==> config.mk <==
export PLATFORM = sky130hd
export DESIGN_NAME = opaque_pixel_run_extractor_top_flat
export DESIGN_NICKNAME = d
export VERILOG_FILES = /design/src/sv/oprx_pkg.sv /design/src/sv/oprx_if.sv /design/src/sv/oprx_runner.sv /design/src/sv/oprx_box_fifo.sv /design/src/sv/opaque_pixel_run_extractor_top.sv /design/src/flat_wrapper.sv
export SDC_FILE = /design/constraint.sdc
export NUM_CORES = 1
export LEC_CHECK = 0
export ABC_AREA = 1
export BUFFER_PORTS_ARGS = -buffer_cell sky130_fd_sc_hd__buf_2
export CAP_MARGIN = 20
export CORE_MARGIN = 10
export CORE_UTILIZATION = 55
export DETAILED_ROUTE_END_ITERATION = 16
export GPL_TIMING_DRIVEN = 0
export PLACE_DENSITY_LB_ADDON = 0.2
export RECOVER_POWER = 25
export SYNTH_ARGS = -nofsm -noshare
export SYNTH_HDL_FRONTEND = slang
export SYNTH_SLANG_ARGS = --single-unit
==> constraint.sdc <==
create_clock -name clk -period 6.3 [get_ports clk]
set_input_delay 1.26 -clock clk [delete_from_list [all_inputs] [get_ports clk]]
set_output_delay 1.26 -clock clk [all_outputs]
set_load 0.005 [all_outputs]
==> src/sv/oprx_pkg.sv <==
`default_nettype none

package oprx_pkg;

	localparam int unsigned MAX_DIM = 32;
	localparam int unsigned DIM_W = 6;
	localparam int unsigned POS_W = 14;
	localparam int unsigned SCREEN_W = 16;
	localparam logic [7:0] OPAQUE_MIN = 8'd128;

	localparam int unsigned FIFO_DEPTH = 4;
	localparam int unsigned FIFO_PTR_W = $clog2(FIFO_DEPTH);
	localparam int unsigned FIFO_CNT_W = $clog2(FIFO_DEPTH + 1);

	localparam logic [1:0] REG_CURSOR_X = 2'd0;
	localparam logic [1:0] REG_CURSOR_Y = 2'd1;
	localparam logic [1:0] REG_IMAGE_WIDTH = 2'd2;
	localparam logic [1:0] REG_IMAGE_HEIGHT = 2'd3;

	typedef struct packed {
		logic [POS_W-1:0] cursor_x;
		logic [POS_W-1:0] cursor_y;
		logic [DIM_W-1:0] image_width;
		logic [DIM_W-1:0] image_height;
	} cfg_t;

	typedef struct packed {
		logic [7:0] red;
		logic [7:0] green;
		logic [7:0] blue;
		logic [7:0] alpha;
	} pix_t;

	typedef struct packed {
		logic signed [SCREEN_W-1:0] box_x;
		logic signed [SCREEN_W-1:0] box_y;
		logic [DIM_W-1:0] run_len;
		logic [23:0] run_rgb;
		logic last;
	} box_t;

	// up to two boxes written into the output queue in one cycle
	typedef struct packed {
		logic [1:0] count;
		box_t first;
		box_t second;
	} push_t;

	function automatic logic [DIM_W-1:0] clamp_dim(input logic [DIM_W-1:0] v);
		logic [DIM_W-1:0] r;
		begin
			if (v == '0) begin
				r = DIM_W'(1);
			end else if (v > DIM_W'(MAX_DIM)) begin
				r = DIM_W'(MAX_DIM);
			end else begin
				r = v;
			end
			return r;
		end
	endfunction

endpackage

`default_nettype wire

==> src/sv/oprx_if.sv <==
`default_nettype none

interface oprx_pix_if;
	logic valid;
	logic ready;
	logic [7:0] red;
	logic [7:0] green;
	logic [7:0] blue;
	logic [7:0] alpha;

	modport source (output valid, output red, output green, output blue, output alpha,
		input ready);
	modport sink (input valid, input red, input green, input blue, input alpha,
		output ready);
endinterface

interface oprx_box_if;
	logic valid;
	logic ready;
	logic signed [15:0] box_x;
	logic signed [15:0] box_y;
	logic [5:0] run_len;
	logic [23:0] run_rgb;
	logic last;

	modport source (output valid, output box_x, output box_y, output run_len,
		output run_rgb, output last, input ready);
	modport sink (input valid, input box_x, input box_y, input run_len,
		input run_rgb, input last, output ready);
endinterface

`default_nettype wire

==> src/sv/oprx_runner.sv <==
`default_nettype none

module oprx_runner (
	input wire logic clk,
	input wire logic arst_n,
	input wire oprx_pkg::cfg_t cfg,
	oprx_pix_if.sink pixel,
	input wire logic room,
	output oprx_pkg::push_t push
);

	oprx_pkg::pix_t pix_s1;
	logic pix_vld_s1;

	logic [oprx_pkg::DIM_W-1:0] col_q;
	logic [oprx_pkg::DIM_W-1:0] row_q;
	logic open_q;
	logic [oprx_pkg::DIM_W-1:0] begin_q;
	logic [23:0] colour_q;

	logic fire;
	logic [oprx_pkg::DIM_W-1:0] w;
	logic [oprx_pkg::DIM_W-1:0] h;
	logic [oprx_pkg::SCREEN_W-1:0] base_x;
	logic [oprx_pkg::SCREEN_W-1:0] box_y;
	logic [23:0] rgb;
	logic opaque;
	logic same;
	logic cont;
	logic close1;
	logic new_run;
	logic [oprx_pkg::DIM_W-1:0] begin1;
	logic [23:0] colour1;
	logic row_end;
	logic close2;
	logic [oprx_pkg::DIM_W:0] end2;
	oprx_pkg::box_t b1;
	oprx_pkg::box_t b2;

	assign fire = pix_vld_s1 && room;
	assign pixel.ready = !pix_vld_s1 || fire;

	always_ff @(posedge clk or negedge arst_n) begin
		if (!arst_n) begin
			pix_vld_s1 <= 1'b0;
		end else if (pixel.ready) begin
			pix_vld_s1 <= pixel.valid;
		end
	end

	always_ff @(posedge clk) begin
		if (pixel.ready && pixel.valid) begin
			pix_s1 <= '{red: pixel.red, green: pixel.green, blue: pixel.blue,
				alpha: pixel.alpha};
		end
	end

	always_comb begin
		w = oprx_pkg::clamp_dim(cfg.image_width);
		h = oprx_pkg::clamp_dim(cfg.image_height);
		// image centred on the cursor, positions wrap to 16 bits
		base_x = oprx_pkg::SCREEN_W'(cfg.cursor_x) - oprx_pkg::SCREEN_W'(w[oprx_pkg::DIM_W-1:1]);
		box_y = oprx_pkg::SCREEN_W'(cfg.cursor_y) - oprx_pkg::SCREEN_W'(h[oprx_pkg::DIM_W-1:1])
			+ oprx_pkg::SCREEN_W'(row_q);

		rgb = {pix_s1.red, pix_s1.green, pix_s1.blue};
		opaque = pix_s1.alpha >= oprx_pkg::OPAQUE_MIN;
		same = open_q && (rgb == colour_q);
		cont = opaque && (!open_q || same);
		close1 = open_q && !cont;
		new_run = opaque && !same;
		begin1 = new_run ? col_q : begin_q;
		colour1 = new_run ? rgb : colour_q;
		row_end = col_q >= (w - oprx_pkg::DIM_W'(1));
		close2 = row_end && opaque;
		end2 = {1'b0, col_q} + (oprx_pkg::DIM_W+1)'(1);

		b1.box_x = $signed(base_x + oprx_pkg::SCREEN_W'(begin_q));
		b1.box_y = $signed(box_y);
		b1.run_len = col_q - begin_q;
		b1.run_rgb = colour_q;
		b1.last = !close2;

		b2.box_x = $signed(base_x + oprx_pkg::SCREEN_W'(begin1));
		b2.box_y = $signed(box_y);
		b2.run_len = oprx_pkg::DIM_W'(end2 - {1'b0, begin1});
		b2.run_rgb = colour1;
		b2.last = 1'b1;

		push.count = fire ? ({1'b0, close1} + {1'b0, close2}) : 2'd0;
		push.first = close1 ? b1 : b2;
		push.second = b2;
	end

	always_ff @(posedge clk or negedge arst_n) begin
		if (!arst_n) begin
			col_q <= '0;
			row_q <= '0;
			open_q <= 1'b0;
			begin_q <= '0;
			colour_q <= '0;
		end else if (fire) begin
			open_q <= opaque && !row_end;
			begin_q <= begin1;
			colour_q <= colour1;
			if (row_end) begin
				col_q <= '0;
				row_q <= (row_q >= (h - oprx_pkg::DIM_W'(1))) ? '0 : row_q + oprx_pkg::DIM_W'(1);
			end else begin
				col_q <= col_q + oprx_pkg::DIM_W'(1);
			end
		end
	end

endmodule

`default_nettype wire

==> src/sv/oprx_box_fifo.sv <==
`default_nettype none

module oprx_box_fifo (
	input wire logic clk,
	input wire logic arst_n,
	input wire oprx_pkg::push_t push,
	output logic room,
	oprx_box_if.source box
);

	oprx_pkg::box_t mem_q [oprx_pkg::FIFO_DEPTH];
	logic [oprx_pkg::FIFO_PTR_W-1:0] wr_ptr_q;
	logic [oprx_pkg::FIFO_PTR_W-1:0] rd_ptr_q;
	logic [oprx_pkg::FIFO_CNT_W-1:0] cnt_q;
	logic pop;
	logic [oprx_pkg::FIFO_PTR_W-1:0] wr_next;
	oprx_pkg::box_t head;

	// a pixel may write two boxes, so keep two entries free
	assign room = cnt_q <= oprx_pkg::FIFO_CNT_W'(oprx_pkg::FIFO_DEPTH - 2);
	assign pop = box.valid && box.ready;
	assign wr_next = wr_ptr_q + oprx_pkg::FIFO_PTR_W'(1);
	assign head = mem_q[rd_ptr_q];

	assign box.valid = cnt_q != '0;
	assign box.box_x = head.box_x;
	assign box.box_y = head.box_y;
	assign box.run_len = head.run_len;
	assign box.run_rgb = head.run_rgb;
	assign box.last = head.last;

	always_ff @(posedge clk) begin
		if (push.count != 2'd0) begin
			mem_q[wr_ptr_q] <= push.first;
		end
		if (push.count == 2'd2) begin
			mem_q[wr_next] <= push.second;
		end
	end

	always_ff @(posedge clk or negedge arst_n) begin
		if (!arst_n) begin
			wr_ptr_q <= '0;
			rd_ptr_q <= '0;
			cnt_q <= '0;
		end else begin
			wr_ptr_q <= wr_ptr_q + oprx_pkg::FIFO_PTR_W'(push.count);
			if (pop) begin
				rd_ptr_q <= rd_ptr_q + oprx_pkg::FIFO_PTR_W'(1);
			end
			cnt_q <= cnt_q + oprx_pkg::FIFO_CNT_W'(push.count)
				- oprx_pkg::FIFO_CNT_W'(pop);
		end
	end

endmodule

`default_nettype wire

==> src/sv/opaque_pixel_run_extractor_top.sv <==
// channel   | dir | payload                                  | handshake
// pixel     | in  | red, green, blue, alpha (8 bits each)    | valid / ready
// box       | out | box_x, box_y, run_len, run_rgb, last     | valid / ready
// cfg       | in  | cfg_index (2), cfg_data (14)             | cfg_we, no wait
//
// one pixel per cycle while there is room: input register, then the run
// logic writes 0, 1 or 2 boxes into a 4-entry output queue in the same
// cycle, and each box is held in that queue before it is output
// a pixel ending a row with a colour change writes two boxes; output
// drains one box per ready cycle; pixel.ready drops while more than 2 wait
// async reset clears counters, open run and queue; config resets to 0,0,32,32
`default_nettype none

module opaque_pixel_run_extractor_top (
	input wire logic clk,
	input wire logic arst_n,
	input wire logic cfg_we,
	input wire logic [1:0] cfg_index,
	input wire logic [13:0] cfg_data,
	oprx_pix_if.sink pixel,
	oprx_box_if.source box
);

	oprx_pkg::cfg_t cfg_q;
	oprx_pkg::push_t push;
	logic room;

	always_ff @(posedge clk or negedge arst_n) begin
		if (!arst_n) begin
			cfg_q.cursor_x <= '0;
			cfg_q.cursor_y <= '0;
			cfg_q.image_width <= oprx_pkg::DIM_W'(oprx_pkg::MAX_DIM);
			cfg_q.image_height <= oprx_pkg::DIM_W'(oprx_pkg::MAX_DIM);
		end else if (cfg_we) begin
			case (cfg_index)
				oprx_pkg::REG_CURSOR_X: cfg_q.cursor_x <= cfg_data;
				oprx_pkg::REG_CURSOR_Y: cfg_q.cursor_y <= cfg_data;
				oprx_pkg::REG_IMAGE_WIDTH: cfg_q.image_width <= cfg_data[oprx_pkg::DIM_W-1:0];
				oprx_pkg::REG_IMAGE_HEIGHT: cfg_q.image_height <= cfg_data[oprx_pkg::DIM_W-1:0];
				default: ;
			endcase
		end
	end

	oprx_runner u_runner (
		.clk(clk),
		.arst_n(arst_n),
		.cfg(cfg_q),
		.pixel(pixel),
		.room(room),
		.push(push)
	);

	oprx_box_fifo u_fifo (
		.clk(clk),
		.arst_n(arst_n),
		.push(push),
		.room(room),
		.box(box)
	);

endmodule

`default_nettype wire

==> src/flat_wrapper.sv <==
// flat-port wrapper written by rule: the top's interface ports become plain ports
module opaque_pixel_run_extractor_top_flat 
  (clk, arst_n, cfg_we, cfg_index, cfg_data, pixel_valid, pixel_red, pixel_green, pixel_blue, pixel_alpha, pixel_ready, box_valid, box_box_x, box_box_y, box_run_len, box_run_rgb, box_last, box_ready);
  oprx_pix_if pixel_i ();
  oprx_box_if box_i ();
  input wire logic clk;
  input wire logic arst_n;
  input wire logic cfg_we;
  input wire logic [1:0] cfg_index;
  input wire logic [13:0] cfg_data;
  input wire logic [$bits(pixel_i.valid)-1:0] pixel_valid;
  input wire logic [$bits(pixel_i.red)-1:0] pixel_red;
  input wire logic [$bits(pixel_i.green)-1:0] pixel_green;
  input wire logic [$bits(pixel_i.blue)-1:0] pixel_blue;
  input wire logic [$bits(pixel_i.alpha)-1:0] pixel_alpha;
  output wire logic [$bits(pixel_i.ready)-1:0] pixel_ready;
  output wire logic [$bits(box_i.valid)-1:0] box_valid;
  output wire logic [$bits(box_i.box_x)-1:0] box_box_x;
  output wire logic [$bits(box_i.box_y)-1:0] box_box_y;
  output wire logic [$bits(box_i.run_len)-1:0] box_run_len;
  output wire logic [$bits(box_i.run_rgb)-1:0] box_run_rgb;
  output wire logic [$bits(box_i.last)-1:0] box_last;
  input wire logic [$bits(box_i.ready)-1:0] box_ready;
  assign pixel_i.valid = pixel_valid;
  assign pixel_i.red = pixel_red;
  assign pixel_i.green = pixel_green;
  assign pixel_i.blue = pixel_blue;
  assign pixel_i.alpha = pixel_alpha;
  assign pixel_ready = pixel_i.ready;
  assign box_valid = box_i.valid;
  assign box_box_x = box_i.box_x;
  assign box_box_y = box_i.box_y;
  assign box_run_len = box_i.run_len;
  assign box_run_rgb = box_i.run_rgb;
  assign box_last = box_i.last;
  assign box_i.ready = box_ready;
  opaque_pixel_run_extractor_top u_core (.clk(clk), .arst_n(arst_n), .cfg_we(cfg_we), .cfg_index(cfg_index), .cfg_data(cfg_data), .pixel(pixel_i), .box(box_i));
endmodule
==> flow_summary.json, run 1 <==
{
  "max_freq_mhz": 196,
  "p_leak_nw": 10.0,
  "synthTopCellsByArea": "edfxtp_1, nand2_1, dfrtp_1",
  "r2r_slack_ps": 1190,
  "place_ws_ps": 1200,
  "core_area_sq_mm": 0.0376,
  "clock_skew_ps": 17.2,
  "max-cap-violations": 1,
  "outcome": "finished with violations",
  "clkTransAtPathRegs_ps": 60,
  "cts-resized-gates": 0,
  "syn_area_per_cell_sq_um": 8.57,
  "ctsLongestPathBuffers": 3,
  "syn2layout_area_growth_pct": 11.9,
  "ys.flop_type": "edfxtp_1",
  "post_cts_buffers": 0,
  "finalWirelength_mm": 63.1,
  "dp_hpwl_mm": 45.1,
  "final_cells": 3135,
  "cts.htree.levels": 2,
  "cts_root_buf": "clkbuf_16",
  "met3_usage": 0.0584,
  "holdWs_ps": 472,
  "grt_pass1_wl_mm": 97.0,
  "io_buffer_count": 110,
  "rsz0062_at_grt": "no",
  "hold_path.class": "flop to flop",
  "yosysUniqueCellTypes": 48,
  "die_h_um": 215,
  "internal_power_mw": 6.26,
  "nFillCells": 3236,
  "drt-wirelength-per-cell_um": 20.1,
  "fin_tns_setup_ps": 0,
  "worst_pin_slew_ps": 1910,
  "vias": 18100,
  "cts_buffers": 39,
  "fin_crit_sh": 0.811,
  "criticalPathCategory": "flop to flop",
  "num_rows": 71,
  "pwr-share-comb": 0.509,
  "synthArstFlopShare": 0.247,
  "antenna_found_initial": 1,
  "layout_setup_ws_ps": 1190,
  "cts_tree": "yes",
  "dieArea_sq_mm": 0.0462,
  "met2_usage": 0.400,
  "pwr-share-seq": 0.296,
  "critPathLaunchType": "flop",
  "hold_viol": 0,
  "power_mw": 11.8,
  "layout-drive-gt1-share": 0.115,
  "final_common_cell": "nand2_1",
  "insertion_delay_ps": 550,
  "switching_share": 0.467,
  "vias_per_cell": 5.79,
  "gr-usage-all-layers": 0.265,
  "post-route-min-period_ps": 5110,
  "synth_edf_count": 273,
  "drc_errors": 0,
  "final_area_sq_mm": 0.0234,
  "grt_max_degree": 63,
  "nNetsFinal": 2719,
  "ys_ff_latch": 368,
  "synth_top_area_cell": "edfxtp_1",
  "maxSlewViolCount": 33,
  "busiest_layer": "met2",
  "initial_core_util": 0.556,
  "yosys_warnings": 0,
  "clkPwrFrac": 0.195,
  "cts_hold_buf": 0,
  "use_met1": 0.379,
  "critPathCapture": "u_core.u_fifo.mem_q[1][18]",
  "ant_nets": 0,
  "crit_path_end_kind": "flop",
  "drt_iter0_drc": 2443,
  "seq_area_frac_synth": 0.505,
  "dpl.cell_count": 3064,
  "critPathLaunch": "u_core.cfg_q[8]",
  "final_cell_mix": "nand2_1, edfxtp_1, nor2_1, o21ai_0, nand3_1",
  "grt_overflow_total": 0,
  "grt_pass1_vias": 17000,
  "gp_congestion": 0.949,
  "worst_r2r_endpoint": "u_core.u_fifo.mem_q[1][18]",
  "cts.sinks": 368,
  "hold_depth": 1,
  "crit-reg2reg-launch": "u_core.cfg_q[8]",
  "syn_inst": 2438,
  "drt-pass1-iter-count": 8,
  "violations": "capacitance limit, slew limit",
  "crit_required_ps": 6460,
  "utilization": 0.622,
  "dpl-instance-area_sq_mm": 0.0222,
  "chipWidth_um": 215,
  "power_density_mw_per_mm2": 503,
  "ir_drop_mv": 0.294,
  "diodes": 0,
  "cp.arrival_ps": 5270,
  "net-switching-power_mw": 5.49,
  "io_pins": 118,
  "syn_area_sq_mm": 0.0209,
  "cp_max_fo": 62,
  "slew_headroom": -0.271,
  "synth_top_area_share": 0.392,
  "reg2regPathDepth": 27,
  "finalSetupViolations": 0
}
## synth_stat cells, types with 8 or more instances
| library cell | count |
|---|---|
| fa_1 | 8 |
| xor2_1 | 30 |
| nand4_1 | 23 |
| inv_1 | 187 |
| a21oi_1 | 25 |
| o21ai_1 | 27 |
| inv_2 | 33 |
| nor2_1 | 263 |
| o21ai_0 | 222 |
| xnor2_1 | 37 |
| dfrtp_1 | 89 |
| o22ai_1 | 115 |
| nand3_1 | 190 |
| nand2_2 | 18 |
| ha_1 | 64 |
| o21ai_2 | 22 |
| buf_2 | 26 |
| clkbuf_1 | 66 |
| nand2_1 | 621 |
| buf_4 | 10 |
| edfxtp_1 | 273 |
| nor2_2 | 12 |
## worst min-delay path by stage
stage / from / end / slack (ps)
after floorplan: u_core.u_fifo.mem_q[1][0] / u_core.u_fifo.mem_q[1][0] / 440
after global placement: u_core.u_fifo.mem_q[1][0] / u_core.u_fifo.mem_q[1][0] / 450
after detailed placement: u_core.u_fifo.mem_q[1][0] / u_core.u_fifo.mem_q[1][0] / 460
after CTS: u_core.u_fifo.mem_q[1][0] / u_core.u_fifo.mem_q[1][0] / 480
after global routing: u_core.u_fifo.cnt_q[2] / u_core.u_fifo.cnt_q[2] / 490
final: u_core.u_fifo.cnt_q[2] / u_core.u_fifo.cnt_q[2] / 470
## layout make-up
type	count	area, sq um	area share
flip-flops and latches	368	10600	0.452
well taps	511	639	0.0274
clock inverters	19	208	0.00889
multi-input cells	1740	8980	0.384
repair buffers	114	631	0.0270
inverters	227	865	0.0370
clock buffers	52	1040	0.0447
plain buffers	104	449	0.0192
## critical path: stages (launching register included)
cell     delay [ps]
dfrtp_1         400
nor3_1          190
nand3_1         110
nand2_1         100
inv_1            40
nor2_1          120
inv_1            70
ha_1            220
xnor2_1         190
inv_1            70
ha_1            290
nand2_1          90
nor2_1           40
o21ai_0          90
o211a_1         180
nand2_1         120
nand2_1         100
inv_1            60
ha_1            330
inv_1            60
nor2_2          270
nor2_4           80
inv_2            90
nand2_2         160
inv_2           220
nor2_4          100
buf_4           200
inv_4           670
## registers in the layout, summed over array words and instances, names as in the netlist
| name | cells |
|---|---|
| u_core.u_runner.pix_vld_s1 | 1 |
| u_core.u_runner.begin_q | 6 |
| u_core.u_fifo.mem_q | 252 |
| u_core.u_fifo.wr_ptr_q | 2 |
| u_core.u_fifo.cnt_q | 3 |
| u_core.u_runner.open_q | 1 |
| u_core.u_runner.row_q | 6 |
| u_core.u_runner.colour_q | 24 |
| u_core.u_runner.col_q | 6 |
| u_core.u_runner.pix_s1 | 25 |
| u_core.cfg_q | 40 |
| u_core.u_fifo.rd_ptr_q | 2 |
## power by group through the flow
stage	registers, mW	clock network (mW)	logic, mW
CTS	3.47	2.31	5.90
detailed placement	3.52	0	5.87
global placement	3.52	0	5.67
global route	3.52	2.40	6.56
floorplan	3.42	0	3.80
finish	3.48	2.29	5.98
## routing by layer
metal  vias up  part of all wire
met2      1013              0.44
li1       8542                 -
met3       126              0.11
met4         0             0.020
met5         -                 0
met1      8461              0.42
## cell families (layout without fill, tap and decap cells)
family,count (synthesis),in the layout,synth area share
AO/OA/AOI/OAI,434,434,0.118
XOR/XNOR,70,70,0.0310
buffers and inverters,331,516,0.0629
other,1,2,0.000180
adder cells (fa/ha/maj),72,72,0.0460
flip-flops,368,368,0.505
AND/OR/NAND/NOR,1162,1162,0.237
Note: power is estimated with default switching activity, not from simulation.
==> run 2, diff against run 1 <==
clock period = 5.2 ns   (was 6.3 ns; I/O delays follow)
==> run 2 against run 1 <==
Compared with the run above:
- the flow still finishes with violations (capacitance limit, slew limit)
- wire length is 0.83% higher
- power increased by 22%
- sequential power rose by 21%
- die area unchanged
- core utilization up 0.18 points
- count of clock-buffer cells in the layout stayed put
- critical path type unchanged
==> flow_summary.json, run 2 (synthesis gave the netlist of run 1 again) <==
{
  "holdCritStartpoint": "u_core.u_fifo.cnt_q[2]",
  "drc_errors": 0,
  "power_mw": 14.3,
  "top_layer": "met4",
  "chipWidth_um": 215,
  "wl_met1_mm": 26.4,
  "p_leak_nw": 10.0,
  "finalWirelength_mm": 63.6,
  "grt_pass1_wl_mm": 97.0,
  "wl_met3_mm": 7.75,
  "nFillCells": 3225,
  "grt_overflow_total": 0,
  "slowest_delay_ps": 400,
  "vias_per_cell": 5.82,
  "cts_buffers": 39,
  "max-cap-violations": 2,
  "cts_root_buf": "clkbuf_16",
  "regMostFlops": "u_core.u_fifo.mem_q",
  "cts_tree": "yes",
  "cts.htree.levels": 2,
  "max_freq_mhz": 210,
  "maxSlewViolCount": 94,
  "grt_max_degree": 63,
  "grt_pass1_vias": 17000,
  "clock_skew_ps": 16.9,
  "dpl.cell_count": 3064,
  "ant_nets": 0,
  "final_cell_mix": "nand2_1, edfxtp_1, nor2_1, o21ai_0, nand3_1",
  "fin_tns_setup_ps": 0,
  "reg.largest.list": "u_core.u_fifo.mem_q (252), u_core.cfg_q (40), u_core.u_runner.pix_s1 (25)",
  "worst_r2r_endpoint": "u_core.u_fifo.mem_q[3][17]",
  "gp_congestion": 0.949,
  "reg2regPathDepth": 26,
  "gr-usage-all-layers": 0.265,
  "dp_hpwl_mm": 45.1,
  "core_area_sq_mm": 0.0376,
  "cp_top_family": "simple AND/OR/NAND/NOR gates",
  "crit_path_end_kind": "flop",
  "ctsLongestPathBuffers": 3,
  "vias": 18300,
  "rsz0062_at_grt": "no",
  "cts.sinks": 368,
  "cp_max_fo": 28,
  "nNetsFinal": 2722,
  "final_cells": 3138,
  "r2r_slack_ps": 440,
  "fin_crit_sh": 0.916,
  "cp.arrival_ps": 4990,
  "antenna_found_initial": 1,
  "diodes": 0,
  "clkTransAtPathRegs_ps": 60,
  "io_buffer_count": 110,
  "whs_endpoint": "u_core.u_fifo.cnt_q[2]",
  "worst_pin_slew_ps": 1750,
  "critPathLaunchType": "flop",
  "die_h_um": 215,
  "crit_required_ps": 5430,
  "syn2layout_area_growth_pct": 12.2,
  "hold_path.class": "flop to flop",
  "initial_core_util": 0.556,
  "slew_headroom": -0.166,
  "dr_wl_met2_mm": 28.2,
  "layout-drive-gt1-share": 0.116,
  "criticalPathCategory": "flop to flop",
  "timing.critical_path.mode_cell": "inv_1",
  "io_pins": 118,
  "outcome": "finished with violations",
  "dieArea_sq_mm": 0.0462,
  "register_area_sq_mm": 0.0106,
  "slowest_stage": "dfrtp_1",
  "ir_drop_mv": 0.357,
  "final_common_cell": "nand2_1",
  "hold_depth": 1,
  "drt-pass1-iter-count": 7,
  "post-route-min-period_ps": 4760,
  "finalSetupViolations": 0,
  "hold_viol": 0,
  "crit-reg2reg-launch": "u_core.cfg_q[8]",
  "largest_reg_flops": 252,
  "drt_iter0_drc": 2443,
  "utilization": 0.624,
  "insertion_delay_ps": 540,
  "multi_input_area_sq_mm": 0.00899,
  "crit_buf_inv": 8,
  "power_density_mw_per_mm2": 610,
  "num_rows": 71,
  "drt-wirelength-per-cell_um": 20.3,
  "violations": "capacitance limit, slew limit"
}
[run 2: how the worst max path moves through the flow]
stage                                from                    endpoint  slack, ps  cells past startpoint
final                     u_core.cfg_q[8]  u_core.u_fifo.mem_q[3][17]        440                     26
after global routing      u_core.cfg_q[8]  u_core.u_fifo.mem_q[3][22]         50                     26
after CTS                 u_core.cfg_q[8]  u_core.u_fifo.mem_q[1][17]         70                     27
after detailed placement  u_core.cfg_q[8]  u_core.u_fifo.mem_q[1][15]        100                     27
after global placement    u_core.cfg_q[8]  u_core.u_fifo.mem_q[3][16]      -1290                     25
after floorplan           u_core.cfg_q[8]  u_core.u_fifo.mem_q[1][10]        350                     25
[run 2: worst reg2reg max path, stage by stage (launching register included)]
cell     delay (ps)
dfrtp_1         400
nor3_1          190
nand3_1         110
nand2_1         100
inv_1            40
nor2_1          120
inv_1            70
ha_1            220
xnor2_1         190
inv_1            70
ha_1            290
nand2_1          90
nor2_1           40
o21ai_0          90
o211a_1         180
nand2_1         130
nand2_1         100
inv_1            60
ha_1            330
inv_1            80
nor2_4          190
nor2_4           70
nor2_2          350
nor2_2          220
buf_4           250
inv_4           180
buf_16          250
[run 2: routing by layer]
layer | up-vias | track usage
li1 | 8564 | -
met1 | 8506 | 0.379
met2 | 1057 | 0.400
met3 | 138 | 0.0584
met4 | 0 | 0.0714
met5 | - | 0
[run 2: area by class of cell]
class	instances	area share
clock inverter	19	0.00886
tap	511	0.0273
sequential	368	0.450
buffer	104	0.0192
inverter	227	0.0381
clock buffer	52	0.0446
multi-input combinational	1740	0.383
timing repair buffer	117	0.0284
[run 2: repair_timing]
| action | CTS | global route |
|---|---|---|
| gates resized for setup | 0 | 9 |
| endpoints found under the setup margin | 0 | 236 |
| hold buffers | 0 | 0 |
| buffers inserted | 0 | 1 |
| hold endpoints to repair | 0 | 0 |
[run 2: stage by stage]
stage | instance area (sq um) | worst slack, ps | hold slack (ps)
detailed placement | 22200 | 98.0 | 462
floorplan | 20900 | 351 | 437
global route | 23400 | 50.3 | 492
CTS | 23500 | 72.1 | 446
finish | 23400 | 439 | 476
global placement | 22100 | -1290 | 450
[run 2: report_power, final]
part / total (mW) / internal [mW] / switching, mW / leakage [nW]
registers: 4.21 / 3.83 / 0.381 / 3.59
clock network: 2.78 / 1.62 / 1.16 / 0.612
logic: 7.31 / 2.15 / 5.16 / 5.85
